## config.mk

```make
export PLATFORM = sky130hd
export DESIGN_NAME = spqv_queue
export DESIGN_NICKNAME = d
export VERILOG_FILES = /design/src/rtl/spqv_pkg.sv /design/src/rtl/spqv_queue.sv
export SDC_FILE = /design/constraint.sdc
export NUM_CORES = 1
export LEC_CHECK = 0
export BUFFER_PORTS_ARGS = -buffer_cell sky130_fd_sc_hd__buf_2
export CORE_AREA = 4 4 236 238
export CTS_BUF_LIST = sky130_fd_sc_hd__clkbuf_4 sky130_fd_sc_hd__clkbuf_8
export DETAILED_ROUTE_END_ITERATION = 8
export DIE_AREA = 0 0 240 242
export PLACE_DENSITY = 0.68
export SLEW_MARGIN = 25
export SYNTH_ARGS = -nofsm -noshare
export SYNTH_HDL_FRONTEND = slang
export SYNTH_SLANG_ARGS = --single-unit
```

## constraint.sdc

```tcl
create_clock -name clk -period 30.4 [get_ports clk]
set_input_delay 1.52 -clock clk [delete_from_list [all_inputs] [get_ports clk]]
set_output_delay 1.52 -clock clk [all_outputs]
set_load 0.02 [all_outputs]
```

## src/rtl/spqv_pkg.sv

```systemverilog
// Package for the rotated sprite quad setup block.
// Holds the queued sprite record, corner codes and the quarter-wave sine generator.
// No dependencies.
package spqv_pkg;

  localparam int VERTS_PER_SPRITE = 6;
  localparam int QUEUE_DEPTH      = 2;
  localparam int IN_DATA_W        = 192;
  localparam int OUT_DATA_W       = 120;

  // pi in Q2.30.
  localparam longint unsigned PI_Q30 = 64'd3373259426;

  typedef enum logic [1:0] {
    CORNER_TL,
    CORNER_BL,
    CORNER_BR,
    CORNER_TR
  } corner_t;

  // One sprite after setup: the four rotated half-extent products, the
  // scaled centre, and everything the vertices copy through.
  typedef struct packed {
    logic signed [31:0] wc;
    logic signed [31:0] hs;
    logic signed [31:0] ws;
    logic signed [31:0] hc;
    logic signed [31:0] offx;
    logic signed [31:0] offy;
    logic [15:0]        u;
    logic [15:0]        v;
    logic [15:0]        su;
    logic [15:0]        sv;
    logic [31:0]        rgba;
    logic [15:0]        tex;
    logic               batch_begin;
  } sprite_t;

  // Vertex order within a sprite: TL, BL, BR, BR, TR, TL.
  function automatic corner_t vertex_corner(input logic [2:0] idx);
    corner_t c;
    case (idx)
      3'd0:    c = CORNER_TL;
      3'd1:    c = CORNER_BL;
      3'd2:    c = CORNER_BR;
      3'd3:    c = CORNER_BR;
      3'd4:    c = CORNER_TR;
      default: c = CORNER_TL;
    endcase
    return c;
  endfunction

  // Quarter-wave sine entry k in Q1.14, from a Q2.30 Taylor series.
  // Evaluated only while the table is built at elaboration.
  function automatic logic [14:0] quarter_sine(input int unsigned k, input int unsigned ab);
    longint unsigned kk;
    longint unsigned quarter;
    longint unsigned x;
    longint unsigned x2;
    longint unsigned term;
    longint unsigned prod;
    longint          sum;
    quarter = 64'd1 << (ab - 2);
    kk = 64'(k);
    if (kk > quarter) begin
      kk = quarter;
    end
    x    = (PI_Q30 * kk + quarter) >> (ab - 1);
    x2   = (x * x + (64'd1 << 29)) >> 30;
    term = x;
    sum  = longint'(x);
    for (int n = 1; n <= 8; n++) begin
      prod = (term * x2) >> 30;
      case (n)
        1:       term = prod / 64'd6;
        2:       term = prod / 64'd20;
        3:       term = prod / 64'd42;
        4:       term = prod / 64'd72;
        5:       term = prod / 64'd110;
        6:       term = prod / 64'd156;
        7:       term = prod / 64'd210;
        default: term = prod / 64'd272;
      endcase
      if ((n % 2) == 1) begin
        sum = sum - longint'(term);
      end else begin
        sum = sum + longint'(term);
      end
    end
    if (sum < 0) begin
      sum = 0;
    end
    sum = (sum + 64'sd32768) >>> 16;
    if (sum > 16384) begin
      sum = 16384;
    end
    return sum[14:0];
  endfunction

endpackage

```

## src/rtl/spqv_queue.sv

```systemverilog
// Short queue of set-up sprites between the front and back ends.
// Uses spqv_pkg for the sprite record and depth.
module spqv_queue
  import spqv_pkg::*;
(
  input  logic    clk,
  input  logic    rst_n,
  input  logic    push,
  input  sprite_t push_data,
  output logic    full,
  input  logic    pop,
  output logic    not_empty,
  output sprite_t head
);

  localparam int PTR_W = (QUEUE_DEPTH > 1) ? $clog2(QUEUE_DEPTH) : 1;
  localparam int CNT_W = $clog2(QUEUE_DEPTH + 1);

  sprite_t            mem [QUEUE_DEPTH];
  logic [PTR_W-1:0]   wr_ptr_r, rd_ptr_r;
  logic [CNT_W-1:0]   count_r;

  assign full      = (count_r == CNT_W'(QUEUE_DEPTH));
  assign not_empty = (count_r != '0);
  assign head      = mem[rd_ptr_r];

  function automatic logic [PTR_W-1:0] ptr_inc(input logic [PTR_W-1:0] p);
    return (p == PTR_W'(QUEUE_DEPTH - 1)) ? '0 : p + 1'b1;
  endfunction

  always_ff @(posedge clk) begin
    if (!rst_n) begin
      wr_ptr_r <= '0;
      rd_ptr_r <= '0;
      count_r  <= '0;
    end else begin
      if (push) begin
        wr_ptr_r <= ptr_inc(wr_ptr_r);
      end
      if (pop) begin
        rd_ptr_r <= ptr_inc(rd_ptr_r);
      end
      if (push && !pop) begin
        count_r <= count_r + 1'b1;
      end else if (pop && !push) begin
        count_r <= count_r - 1'b1;
      end
    end
  end

  always_ff @(posedge clk) begin
    if (push) begin
      mem[wr_ptr_r] <= push_data;
    end
  end

`ifndef SYNTH
  a_no_push_full: assert property (@(posedge clk) disable iff (!rst_n)
    full |-> !push)
    else $error("push into a full sprite queue");
  a_no_pop_empty: assert property (@(posedge clk) disable iff (!rst_n)
    !not_empty |-> !pop)
    else $error("pop from an empty sprite queue");
`endif

endmodule

```

======== Yosys cells after proc, flatten, opt, wreduce, memory -nomap -nowiden ========
Memory sizes are Yosys's and may differ from the RTL's. A register that Yosys moved wholly into a read port is not among the register bits.
Index checks and enable logic that the tools add are counted.
storage, ports and cells
  register bits ........................... 4
  memory bits (writable) .................. 610
  input bits .............................. 309
  memories ................................ 1
memory list
  name  words  width  rd ports  clocked after Yosys merged registers in  wr ports  line              source
  mem   2      305    1         1                                        1         spqv_queue.sv:19  sprite_t mem [QUEUE_DEPTH];
cells by class
  $add $sub $neg .......................... 4
  eq/ne operators ......................... 1
  muxes and demuxes ....................... 8
  reductions and logical operators ........ 6
operator list
  kind                 number
  $mux 1               6
  $mux 2               2
  $reduce_bool 2->1    2
  $add 1x1->1 const B  2
  $add 2x1->2 const B  1
  $eq 2x2->1 const B   1
  $logic_and 1x1->1    2
  $logic_not 1->1      2
  $sub 2x1->2 const B  1

======== Depth between registers and ports, before layout ========
  word-level depth ........................ 4
  mapped depth ............................ 5

======== Worst setup path before layout ========
Ideal clock, no wire load.
  path kind ............................... input to register
  start point ............................. input port push
  end point ............................... register wr_ptr_r
  library setup time ...................... 0.121 ns
  data arrival time ....................... 15.633 ns
  path slack .............................. 14.646 ns
  stages .................................. 2
  buffers on the path ..................... 0
  cell sequence ........................... nor2b_1 > o21a_1
RTL lines
  element                 line              source
  start: declaration      spqv_queue.sv:8   input logic push,
  end signal: assignment  spqv_queue.sv:38  wr_ptr_r <= ptr_inc(wr_ptr_r);
  end: declaration        spqv_queue.sv:20  logic [PTR_W-1:0] wr_ptr_r, rd_ptr_r;

==> Flow_metrics.wiki <==
{| class="wikitable"
! Metric !! Value
|-
| Post-synthesis sequential element count || 615
|-
| Total number of vias || 11800
|-
| Gr usage total || 17.7%
|-
| Largest vdd supply drop || 0.0451 mV
|-
| Total core area || 53600 um^2
|-
| Logic gate share of total power || 12.8%
|-
| Gates resized, CTS repair || 0
|-
| Area fraction of the dominant cell type after synthesis || 78.7%
|-
| TritonCTS Buffers || 99
|-
| Internal Power || 1.49 mW
|-
| Number of nets in the synthesized netlist || 1281
|-
| Commonest cells after routing, fill and taps aside || buf_2 (615), edfxtp_1 (610), mux2_4 (250), clkbuf_8 (102), mux2_2 (55)
|-
| Number of placed instances with taps included || 2257
|-
| Category of the most critical setup path || flip-flop to output pin
|-
| DRC Markers || 0
|-
| Buffers inserted by post-CTS timing repair || 0
|-
| Static leakage || 11.5 nW
|-
| Dominant cell type by count on the critical path || buf_4
|-
| Detailed Place HPWL || 37800 um
|-
| Worst slack, placed || 25.35 ns
|-
| Share of final-layout standard cells stronger than drive strength 1 || 62.6%
|-
| MaxCap Viol Count || 0
|-
| Run status || complete, no violations
|-
| Final hold viol count || 0
|-
| CP endpoint kind || output pin
|-
| CP max stage cell || buf_4
|-
| Mapped Area || 23300 um^2
|-
| Rel. slew slack || 30.2%
|-
| Largest fanout on the critical path || 57
|-
| Type of the tightest min-delay check || flip-flop to flip-flop
|-
| Ratio of final minimum period to clock period || 17.4%
|-
| Total Negative Setup Slacks || 0 ns
|-
| PnR worst setup slack || 25.12 ns
|-
| First drt pass iteration count || 5
|-
| Wire length of the first global-routing pass || 77200 um
|-
| Violation count after the first detailed-route iteration || 629
|-
| Sequential cell area fraction in the yosys report || 79.2%
|-
| # setup viols final || 0
|-
| CTS root buf || clkbuf_8
|-
| Count of hold buffers inserted by post-cts repair || 0
|-
| Largest cells by area after synthesis || edfxtp_1 (79%), mux2_4 (16%), mux2_2 (2.7%)
|-
| Kind of cell adding the most delay to the critical path || buffers and inverters
|-
| Core occupancy in the finished layout || 54.3%
|-
| Post-Synthesis Mean Instance Area || 24.0 um^2
|-
| Slowest stage delay, CP || 0.90 ns
|-
| Clock insertion delay at the later pin of the skew report || 0.65 ns
|-
| I/O pin count || 616
|-
| Most common cell after layout, fill and taps aside || buf_2
|-
| Switching component of the power || 0.466 mW
|-
| Wire length per cell after detailed routing || 21.9 um
|-
| Bufs on Longest Clock Path || 3
|-
| Largest net degree at the start of global routing || 153
|-
| Number of cells produced by synthesis || 971
|-
| Register share of total power || 51.0%
|-
| Port buffer count || 615
|-
| Global-route congestion overflow total || 0
|-
| Total number of H-tree levels || 3
|-
| Setup repair after global routing missed its margin || false
|-
| Cell taking the most area after synthesis || edfxtp_1
|-
| Height of the die || 242 um
|-
| Power density over cell area || 67.2 nW/um^2
|-
| Number of global-route vias before repair || 12600
|-
| Crit path arrival time || 3.76 ns
|-
| Initial cell density of the core || 43.4%
|-
| TritonCTS clock tree || built
|-
| Switching fraction of total power || 23.8%
|-
| Clock sink count || 615
|-
| Final hold slack || 0.518 ns
|-
| WP buf/inv || 3
|-
| Routed wire length || 53800 um
|-
| Die outline area || 58100 um^2
|-
| Vias per inst || 4.79
|-
| Crit path time final || 5.28 ns
|-
| Number of antenna violations at the first check in global routing || 22
|-
| Measured slew at the worst slew-check pin || 1.05 ns
|-
| Standard-cell row count || 85
|-
| Final slew viol count || 0
|-
| Net count of the finished layout || 1974
|-
| Power share of the clock group || 36.2%
|-
| Horizontal extent of the die || 240 um
|-
| Clk pin slew, worst setup/hold paths || 0.06 ns
|-
| Post-route clock skew || 0.0123 ns
|-
| Routability Congestion || 0.854
|-
| Count of non-filler cells in the finished layout || 2454
|-
| Ordered list of cells on the worst path || buf_4 > buf_4 > mux2_4 > buf_2
|-
| Worst Path Required || 28.88 ns
|-
| Library cells used by synthesis || 17
|-
| Setup crit start kind || flip-flop
|-
| Area overhead of the layout relative to synthesis || 25.0%
|-
| Antenna violation net count after detailed routing || 0
|-
| Top achievable clock speed || 189 MHz
|-
| Yosys warning total || 0
|}
power groups by stage:
stage / clock [mW] / combinational (mW) / sequential (mW)
final: 0.708 / 0.250 / 0.996
after global routing: 0.774 / 0.264 / 0.999
after CTS: 0.731 / 0.251 / 0.999
after detailed placement: 0 / 0.250 / 1.02
after global placement: 0 / 0.247 / 1.01
after floorplan: 0 / 0.169 / 1.02
final timing paths:
kind | cells after the start | end | start | slack (ns)
worst min register to register | 2 | count_r[1]$_SDFFE_PN0P_ | count_r[1]$_SDFFE_PN0P_ | 0.52
worst max-delay path | 4 | head[146] | flip-flop | 25.12
worst min-delay path | 2 | count_r[1]$_SDFFE_PN0P_ | count_r[1]$_SDFFE_PN0P_ | 0.52
worst max register to register | 3 | mem[0][111]$_DFFE_PP_ | wr_ptr_r$_SDFFE_PN0P_ | 27.72
cells in the mapped netlist (all sizes together):
cell and n:
dfxtp 5, nor2b 3, inv 1, mux2 305
ha 1, and2 4, xor2 2, o21ai 1
a21boi 1, xnor2 1, edfxtp 610, buf 34
or3 1, or2 1, o21a 1
registers in the layout, summed over array words and instances (netlist names), named ones only:
| register | cells |
|---|---|
| mem | 610 |
| count_r | 2 |
| rd_ptr_r | 1 |
| wr_ptr_r | 1 |
kinds of logic after synthesis:
group	share of synthesized area (%)
adders and majority gates	0.0538
AOI/OAI and AO/OA	0.0861
buffers and inverters	1.53
xor gates and xnor gates	0.113
DFF	79.2
muxes	18.8
and+or+nand+nor	0.242
layer usage:
| layer | global-route usage (%) | up-vias | part of all wire, % | wire, um |
|---|---|---|---|---|
| li1 | - | 5308 | - | - |
| met1 | 18.9 | 5904 | 35 | 19100 |
| met2 | 31.7 | 442 | 54 | 28800 |
| met3 | 6.93 | 90 | 8.6 | 4600 |
| met4 | 6.08 | 16 | 2.2 | 1200 |
| met5 | 0 | - | 0.20 | 107 |
worst register-to-register path, delay by kind of cell (launching register included):
family | cells | cell delay, ns
buffers and inverters | 2 | 1.47
DFF | 1 | 0.34
and+or+nand+nor | 1 | 0.33
through the flow:
step	power, mW	instance area [um^2]
5_1_grt	2.04	29100
3_3_place_gp	1.26	27000
3_5_place_dp	1.27	27000
6_report	1.95	29100
2_1_floorplan	1.19	23300
4_1_cts	1.98	29000
area by class of cell:
| cell class | instances | area [um^2] |
|---|---|---|
| Multi-Input combinational cell | 321 | 4500 |
| Sequential cell | 615 | 18400 |
| Timing Repair Buffer | 626 | 3250 |
| Antenna cell | 15 | 37.5 |
| Fill cell | 4324 | 24500 |
| Inverter | 1 | 3.75 |
| Tap cell | 696 | 871 |
| Clock inverter | 51 | 398 |
| Clock buffer | 129 | 1610 |
Power figures use the tool's default switching activity.
