`config.mk`:
```
export PLATFORM = sky130hd
export DESIGN_NAME = spqv_back
export DESIGN_NICKNAME = d
export VERILOG_FILES = /design/src/rtl/spqv_pkg.sv /design/src/rtl/spqv_back.sv
export SDC_FILE = /design/constraint.sdc
export NUM_CORES = 1
export LEC_CHECK = 0
export ABC_CLOCK_PERIOD_IN_PS = 6000
export BUFFER_PORTS_ARGS = -buffer_cell sky130_fd_sc_hd__buf_2
export CAP_MARGIN = 40
export CORE_AREA = 2 2 168 170
export DETAILED_ROUTE_END_ITERATION = 7
export DIE_AREA = 0 0 170 172
export PLACE_DENSITY = 0.79
export SETUP_SLACK_MARGIN = 0.02
export SYNTH_ARGS = -nofsm -noshare
export SYNTH_HDL_FRONTEND = slang
export SYNTH_SLANG_ARGS = --single-unit
```
`constraint.sdc`:
```
create_clock -name clk -period 6 [get_ports clk]
set_input_delay 0.3 -clock clk [delete_from_list [all_inputs] [get_ports clk]]
set_output_delay 0.3 -clock clk [all_outputs]
set_load 0.01 [all_outputs]
```
`src/rtl/spqv_pkg.sv`:
```
// Package for the rotated sprite quad setup block.
// Holds the queued sprite record, corner codes and the quarter-wave sine generator.
// No dependencies.
package spqv_pkg;

  localparam int VERTS_PER_SPRITE = 6;
  localparam int QUEUE_DEPTH      = 2;
  localparam int IN_DATA_W        = 192;
  localparam int OUT_DATA_W       = 120;

  // pi in Q2.30.
  localparam longint unsigned PI_Q30 = 64'd3373259426;

  typedef enum logic [1:0] {
    CORNER_TL,
    CORNER_BL,
    CORNER_BR,
    CORNER_TR
  } corner_t;

  // One sprite after setup: the four rotated half-extent products, the
  // scaled centre, and everything the vertices copy through.
  typedef struct packed {
    logic signed [31:0] wc;
    logic signed [31:0] hs;
    logic signed [31:0] ws;
    logic signed [31:0] hc;
    logic signed [31:0] offx;
    logic signed [31:0] offy;
    logic [15:0]        u;
    logic [15:0]        v;
    logic [15:0]        su;
    logic [15:0]        sv;
    logic [31:0]        rgba;
    logic [15:0]        tex;
    logic               batch_begin;
  } sprite_t;

  // Vertex order within a sprite: TL, BL, BR, BR, TR, TL.
  function automatic corner_t vertex_corner(input logic [2:0] idx);
    corner_t c;
    case (idx)
      3'd0:    c = CORNER_TL;
      3'd1:    c = CORNER_BL;
      3'd2:    c = CORNER_BR;
      3'd3:    c = CORNER_BR;
      3'd4:    c = CORNER_TR;
      default: c = CORNER_TL;
    endcase
    return c;
  endfunction

  // Quarter-wave sine entry k in Q1.14, from a Q2.30 Taylor series.
  // Evaluated only while the table is built at elaboration.
  function automatic logic [14:0] quarter_sine(input int unsigned k, input int unsigned ab);
    longint unsigned kk;
    longint unsigned quarter;
    longint unsigned x;
    longint unsigned x2;
    longint unsigned term;
    longint unsigned prod;
    longint          sum;
    quarter = 64'd1 << (ab - 2);
    kk = 64'(k);
    if (kk > quarter) begin
      kk = quarter;
    end
    x    = (PI_Q30 * kk + quarter) >> (ab - 1);
    x2   = (x * x + (64'd1 << 29)) >> 30;
    term = x;
    sum  = longint'(x);
    for (int n = 1; n <= 8; n++) begin
      prod = (term * x2) >> 30;
      case (n)
        1:       term = prod / 64'd6;
        2:       term = prod / 64'd20;
        3:       term = prod / 64'd42;
        4:       term = prod / 64'd72;
        5:       term = prod / 64'd110;
        6:       term = prod / 64'd156;
        7:       term = prod / 64'd210;
        default: term = prod / 64'd272;
      endcase
      if ((n % 2) == 1) begin
        sum = sum - longint'(term);
      end else begin
        sum = sum + longint'(term);
      end
    end
    if (sum < 0) begin
      sum = 0;
    end
    sum = (sum + 64'sd32768) >>> 16;
    if (sum > 16384) begin
      sum = 16384;
    end
    return sum[14:0];
  endfunction

endpackage

```
`src/rtl/spqv_back.sv`:
```
// Back end of the sprite quad setup: walks the six vertices of the sprite
// at the queue head and drives the registered output stream. Uses spqv_pkg.
module spqv_back
  import spqv_pkg::*;
(
  input  logic                   clk,
  input  logic                   rst_n,
  input  logic                   q_not_empty,
  input  sprite_t                q_head,
  output logic                   q_pop,
  output logic                   out_tvalid,
  input  logic                   out_tready,
  output logic [OUT_DATA_W-1:0]  out_tdata,
  output logic                   out_tuser,
  output logic                   out_tlast
);

  logic [2:0]            vidx_r;
  logic                  out_vld_r;
  logic [OUT_DATA_W-1:0] out_data_r;
  logic                  out_user_r;
  logic                  out_last_r;

  logic                  load;
  logic                  last_of_sprite;
  corner_t               corner;
  logic                  pos_x_side, pos_y_side;
  logic signed [33:0]    wc_e, hs_e, ws_e, hc_e, offx_e, offy_e;
  logic signed [33:0]    sum_x, sum_y;
  logic [16:0]           vu, vv;
  logic [OUT_DATA_W-1:0] data_nxt;

  assign load           = q_not_empty && (!out_vld_r || out_tready);
  assign last_of_sprite = (vidx_r == 3'(VERTS_PER_SPRITE - 1));
  assign q_pop          = load && last_of_sprite;

  assign out_tvalid = out_vld_r;
  assign out_tdata  = out_data_r;
  assign out_tuser  = out_user_r;
  assign out_tlast  = out_last_r;

  always_comb begin
    corner     = vertex_corner(vidx_r);
    pos_x_side = (corner == CORNER_BR) || (corner == CORNER_TR);
    pos_y_side = (corner == CORNER_TL) || (corner == CORNER_TR);

    wc_e   = 34'(q_head.wc);
    hs_e   = 34'(q_head.hs);
    ws_e   = 34'(q_head.ws);
    hc_e   = 34'(q_head.hc);
    offx_e = 34'(q_head.offx);
    offy_e = 34'(q_head.offy);

    // x = cx*c - cy*s + centre, y = cx*s + cy*c + centre, with the
    // corner signs folded in; the extra term rounds to nearest.
    sum_x = (pos_x_side ? wc_e : -wc_e) + (pos_y_side ? -hs_e : hs_e)
          + offx_e + 34'sd16384;
    sum_y = (pos_x_side ? ws_e : -ws_e) + (pos_y_side ? hc_e : -hc_e)
          + offy_e + 34'sd16384;

    vu = pos_x_side ? ({1'b0, q_head.u} + {1'b0, q_head.su}) : {1'b0, q_head.u};
    vv = pos_y_side ? ({1'b0, q_head.v} + {1'b0, q_head.sv}) : {1'b0, q_head.v};

    data_nxt = {q_head.tex, q_head.rgba, vv, vu, sum_y[33:15], sum_x[33:15]};
  end

  always_ff @(posedge clk) begin
    if (!rst_n) begin
      vidx_r    <= '0;
      out_vld_r <= 1'b0;
    end else begin
      if (load) begin
        out_vld_r <= 1'b1;
        vidx_r    <= last_of_sprite ? 3'd0 : vidx_r + 3'd1;
      end else if (out_tready) begin
        out_vld_r <= 1'b0;
      end
    end
  end

  always_ff @(posedge clk) begin
    if (load) begin
      out_data_r <= data_nxt;
      out_user_r <= (vidx_r == 3'd0) && q_head.batch_begin;
      out_last_r <= last_of_sprite;
    end
  end

`ifndef SYNTH
  a_vidx_range: assert property (@(posedge clk) disable iff (!rst_n)
    vidx_r <= 3'(VERTS_PER_SPRITE - 1))
    else $error("vertex index out of range");
  a_batch_first_only: assert property (@(posedge clk) disable iff (!rst_n)
    load && (vidx_r != 3'd0) |=> !out_user_r)
    else $error("batch start flagged on a vertex other than the first");
`endif

endmodule

```
**Yosys cells after proc, flatten, opt, wreduce, memory -nomap -nowiden**

Index checks and enable logic that the tools add are counted.

- Input bits: 309
- Output and inout bits: 124
- Bits in registers: 126
- Logic and storage cells: 48

- Reduce and logical (&&, ||, !) cells: 11
- $add $sub $neg: 13
- Multiplexer cells: 10
- Equal/unequal tests: 7

Operators by type and width:

| cell | number |
|---|---|
| 34-bit two-way mux | 4 |
| 32-bit negation with 34-bit output | 4 |
| 34-bit by 16-bit adder with 34-bit output, second input constant | 2 |
| 34-bit by 32-bit adder with 34-bit output | 2 |
| 34-bit adder | 2 |
| 16-bit by 16-bit adder with 17-bit output | 2 |
| 16-bit two-way mux | 2 |
| 3-bit by 2-bit equality test with 1-bit output, second input constant | 2 |
| 3-bit equality test, second input constant | 2 |
| 2-bit one-hot mux with 3 select lines | 1 |
| 2-bit equality test, second input constant | 2 |
| 3-bit by 1-bit adder with 3-bit output, second input constant | 1 |
| 3-bit by 1-bit equality test with 1-bit output, second input constant | 1 |
| 1-bit logical AND | 3 |
| 3-bit zero test | 1 |
| 1-bit logical OR | 3 |
| 3-bit two-way mux | 1 |
| 2-bit zero test | 1 |
| 1-bit two-way mux | 2 |
| 2-bit nonzero test | 1 |
| 2-bit OR reduction | 1 |
| 1-bit zero test | 1 |

**Logic depth before layout (Yosys ltp)**

- Depth in word-level cells: 9
- Gate-level depth with buffers: 22
- Gate-level depth less buffers: 20

**Least setup slack after synthesis**

OpenSTA, ideal clock, no wires.

- Path type: flip-flop to flip-flop
- Start point: reg vidx_r[1]
- End point: reg out_data_r[11] (netlist: out_tdata[11]) (data pin)
- Buffers on the path: 3
- Clock period less this slack: 5461 ps
- Required time: 5741 ps
- Path slack: 539 ps
- Data arrival time: 5203 ps
- Cell stages (with the launch flop): 23
- Setup time: 259 ps
- Cells stage by stage: dfxtp_1 clkbuf_1 and2_1 ha_1 mux2_2 nand2_1 o311a_1 buf_1 clkbuf_1 nor2_1 xor2_1 fa_1 ha_1 ha_1 a2111oi_0 o31ai_1 a221oi_1 o31ai_1 a31o_2 a311oi_1 o21bai_1 a21o_1 xor2_1

- Longest elaborated chain between the ends: 9
- Elaborated cells between the ends (all ways): 16
- Those cells by class: 3 x add/sub; 6 x eq/ne; 3 x mux; 4 x reduce/logical

Ends and longest elaborated chain:

| item | RTL line | source |
|---|---|---|
| start, declared | spqv_back.sv:18 | `logic [2:0] vidx_r;` |
| start signal, assigned | spqv_back.sv:74 | `vidx_r <= last_of_sprite ? 3'd0 : vidx_r + 3'd1;` |
| 3-bit by 2-bit equality test with 1-bit output | spqv_pkg.sv:42 | `case (idx)` |
| 2-bit OR reduction (no line) | -- |  |
| 2-bit one-hot mux with 3 select lines * | spqv_pkg.sv:42 |  |
| 2-bit equality test (tied with other cells) | spqv_back.sv:44 | `pos_x_side = (corner == CORNER_BR) \|\| (corner == CORNER_TR);` |
| 1-bit logical OR, on equally long branches | spqv_back.sv:44, spqv_back.sv:45 |  |
| 34-bit two-way mux | spqv_back.sv:56 | `sum_x = (pos_x_side ? wc_e : -wc_e) + (pos_y_side ? -hs_e : hs_e)` |
| 34-bit adder * | spqv_back.sv:56 |  |
| 34-bit by 32-bit adder with 34-bit output * | spqv_back.sv:57 | `+ offx_e + 34'sd16384;` |
| 34-bit by 16-bit adder with 34-bit output * | spqv_back.sv:57 |  |
| named net sum_x[26] | spqv_back.sv:29 | `logic signed [33:0] sum_x, sum_y;` |
| end signal, assigned | spqv_back.sv:83 | `out_data_r <= data_nxt;` |
| end, declared | spqv_back.sv:20 | `logic [OUT_DATA_W-1:0] out_data_r;` |

The timed path passes the listed nets; every way through them passes the cells marked *.
A chain may end at the register's enable or synchronous reset.

**Worst setup path in the final report**

- Start point: reg vidx_r[1]
- End point: reg out_data_r[36] (netlist: out_tdata[36]) (data pin)

- Longest elaborated chain between the ends: 9
- Elaborated cells between the ends (all ways): 16
- Those cells by class: 3 x add/sub; 6 x eq/ne; 3 x mux; 4 x reduce/logical

Ends and longest elaborated chain:

| item | RTL line | source |
|---|---|---|
| 3-bit by 2-bit equality test with 1-bit output | spqv_pkg.sv:42 |  |
| 2-bit OR reduction (no line) | -- |  |
| 2-bit one-hot mux with 3 select lines * | spqv_pkg.sv:42 |  |
| 2-bit equality test (tied with other cells) | spqv_back.sv:44 |  |
| 1-bit logical OR, on equally long branches | spqv_back.sv:44, spqv_back.sv:45 |  |
| 34-bit two-way mux | spqv_back.sv:58 | `sum_y = (pos_x_side ? ws_e : -ws_e) + (pos_y_side ? hc_e : -hc_e)` |
| 34-bit adder * | spqv_back.sv:58 |  |
| 34-bit by 32-bit adder with 34-bit output * | spqv_back.sv:59 | `+ offy_e + 34'sd16384;` |
| 34-bit by 16-bit adder with 34-bit output * | spqv_back.sv:59 |  |
| named net sum_y[32] | spqv_back.sv:29 |  |

Marks and branches as above.

==> run metrics <==
cts hold-fix bufs=0; largest net degree at the start of global routing=57; CP max FO=18; Place WS=44.3 ps; status=complete, no violations; Syn Inst Count=1247; Synth Register Bits=126; CP max stage delay=510 ps; leak pwr=7.21 nW; vias in the first global route=11.4k; Die H=172 um; worst r2r dst=out_tdata[36]; final worst-path setup slack=343 ps; final net count=2229; WL/cell=17.6 um; remaining antenna violation count=0; switching pwr=2.31 mW; htree depth=4; Yosys top cell area share=29.3%; Top Family by Delay on Critical Path=compound AO/OA/AOI/OAI gates; via-per-instance ratio=5.47; total power=5.66 mW; combinational share of power=58.1%; WL final=36300 um; Max transition margin=42.9%; die area=0.0292 sq mm; top cells by count, synth=161 x ha_1, 122 x edfxtp_1, 102 x a21oi_1; Clock power frac=17.7%; global-route wire length before repair=55700 um; slowest stage cell, crit path=o311a_2; Reg-to-Reg Start=vidx_r[1]; PortBufs=432; CTS max path bufs=2; Synth area leader=edfxtp_1; Num CTS Buffers=17; sequential share of the synthesized area=29.9%; CP cell instances=and2_1 -> ha_2 -> mux2_2 -> nand2_1 -> o311a_2 -> buf_4 -> o31ai_1 -> xnor2_1 -> fa_1 -> ha_1 -> ha_1 -> a21o_1 -> a21oi_1 -> and2_1 -> a31oi_1 -> a31oi_1 -> o31ai_2 -> a211o_1 -> a21oi_1 -> xnor2_1; grt total ovfl=0; Post-Syn Area=0.0125 sq mm; final core utilization=57.5%; Post-synth EDFFs=122; Avg Inst Size Synth=10.0 sq um; Post-DP HPWL=30400 um; Flop pwr share=24.2%; CP endpoint kind=register; Worst Setup Start Kind=register; R2R cell count=20; unrepaired setup endpoints after global routing=no; Cell variety after synth=62; Worst Path Arrival=5820 ps; Area growth, synth to finish=26.5%; CTS Root Cell=clkbuf_16; routed vias=11.3k; Total Routing Usage GR=24.3%; num rows=61; DIE WIDTH=170 um; Hold Crit Start=q_head[29]; Synthesis Warnings=0; Initial Utilization=45.5%; skew final=12.2 ps; PD cells=358 mW/mm^2; R2R Setup Slk=340 ps; DRT iter0 DRCs=622; CTS tree=yes; Num Clock Sinks=126; share of layout cells above drive strength 1=29.8%; clock latency at the later pin of the worst-skew pair=420 ps; crit path time final=5660 ps; count leader, synth=ha_1; Max Cap Viol=0; DR DRC count=0; I/O pins=433; antenna violations before repair=10; Peak Freq=177 MHz; Sw Share=40.8%; routability cong.=0.925; Total Neg Setup Slack=0 ps; Worst-Margin Slew=845 ps; min-delay worst type=in2reg; Pint=3.35 mW; 1st-pass router iterations=5; Critical Path RT=6160 ps; Final Hold Viols=0; fin crit share=94.3%; Synth Flop Type=edfxtp_1; hold slack=52.5 ps; clock-pin slew of the registers on the worst-case setup and hold paths=70 ps; Mapped Nets=1783; ranking of synthesized cells by area=edfxtp_1 29%, ha_1 16%, fa_1 11%; Setup violations, final=0; crit path kind=reg2reg; Core ar.=0.0275 sq mm; buffer and inverter count on the worst path=1; Peak VDD IR=0.164 mV; Max Slew Vio Count=0; Hold Crit Depth=1; Worst Hold End=out_tdata[84]; fill cell count=2388; Async SR Flop Fraction=0%
-- placed cells by master, fill, tap and decap left out, drive strengths merged, types with 12 or more instances in the layout --
cell and n:
buf 451, ha 161, edfxtp 122, a21oi 103, xnor2 102, nor2 100, xor2 86, inv 84
nand2 74, fa 66, o21ai 63, nor3 33, o31ai 33, a21o 19, clkbuf 17, or3 17
diode 14, nand3 14, or4 13, nor4 12
-- layer usage --
metal	share of wire, %	vias up	global-route usage (%)
met4	3.6	0	12.3
met3	6.6	87	4.76
met1	39	5327	27.8
li1	-	5425	-
met5	0	-	0
met2	51	468	43.5
-- through the flow --
| step | instances | cell area [sq um] |
|---|---|---|
| after floorplan | 1247 | 12500 |
| after global placement | 2013 | 15100 |
| after detailed placement | 2014 | 15200 |
| after CTS | 2046 | 15700 |
| after global routing | 2058 | 15800 |
| final | 2066 | 15800 |
-- flip-flops by register name (all words and copies together), names as in the netlist --
signal	cells
out_tdata	120
out_tlast	1
out_tuser	1
out_tvalid	1
vidx_r	3
-- power by group through the flow --
stage | Sequential (mW) | Combinational, mW | Clock (mW)
final | 1.37 | 3.29 | 1.00
after global routing | 1.39 | 3.70 | 1.05
after CTS | 1.38 | 3.26 | 1.02
after detailed placement | 1.39 | 3.23 | 0
after global placement | 1.39 | 3.11 | 0
after floorplan | 1.49 | 2.20 | 0
-- kinds of logic after synthesis --
kind of cell             synth area share (%)
adder cells (fa/ha/maj)                  26.7
multiplexers                            0.841
XOR/XNOR                                 13.2
AND/OR/NAND/NOR                          12.3
buffers and inverters                    3.09
flip-flops                               29.9
AO/OA/AOI/OAI                            13.9
-- worst max path at each step --
stage / end / start / cells past startpoint / slack, ps
after floorplan: out_tdata[11] / vidx_r[1] / 22 / 540
after global placement: out_tdata[11] / vidx_r[1] / 19 / 300
after detailed placement: out_tdata[11] / vidx_r[1] / 19 / 40
after CTS: out_tdata[37] / vidx_r[1] / 20 / 110
after global routing: out_tdata[36] / vidx_r[1] / 19 / 10
final: out_tdata[36] / vidx_r[1] / 20 / 340
-- area by class of cell --
class | count | area (sq um) | share of cell area, %
Antenna cell | 14 | 35.0 | 0.222
Tap cell | 346 | 433 | 2.74
Clock inverter | 15 | 136 | 0.863
Timing Repair Buffer | 451 | 2320 | 14.7
Sequential cell | 126 | 3750 | 23.7
Inverter | 79 | 299 | 1.89
Multi-Input combinational cell | 1018 | 8410 | 53.2
Clock buffer | 17 | 425 | 2.69
-- what timing repair did --
| item | 4_1_cts | 5_1_grt |
|---|---|---|
| endpoints found under the setup margin | 1 | 13 |
| pin swaps | 0 | 1 |
| resized for setup | 1 | 4 |
| buffers inserted | 0 | 6 |
No activity file was read; power rests on OpenSTA's default activity.
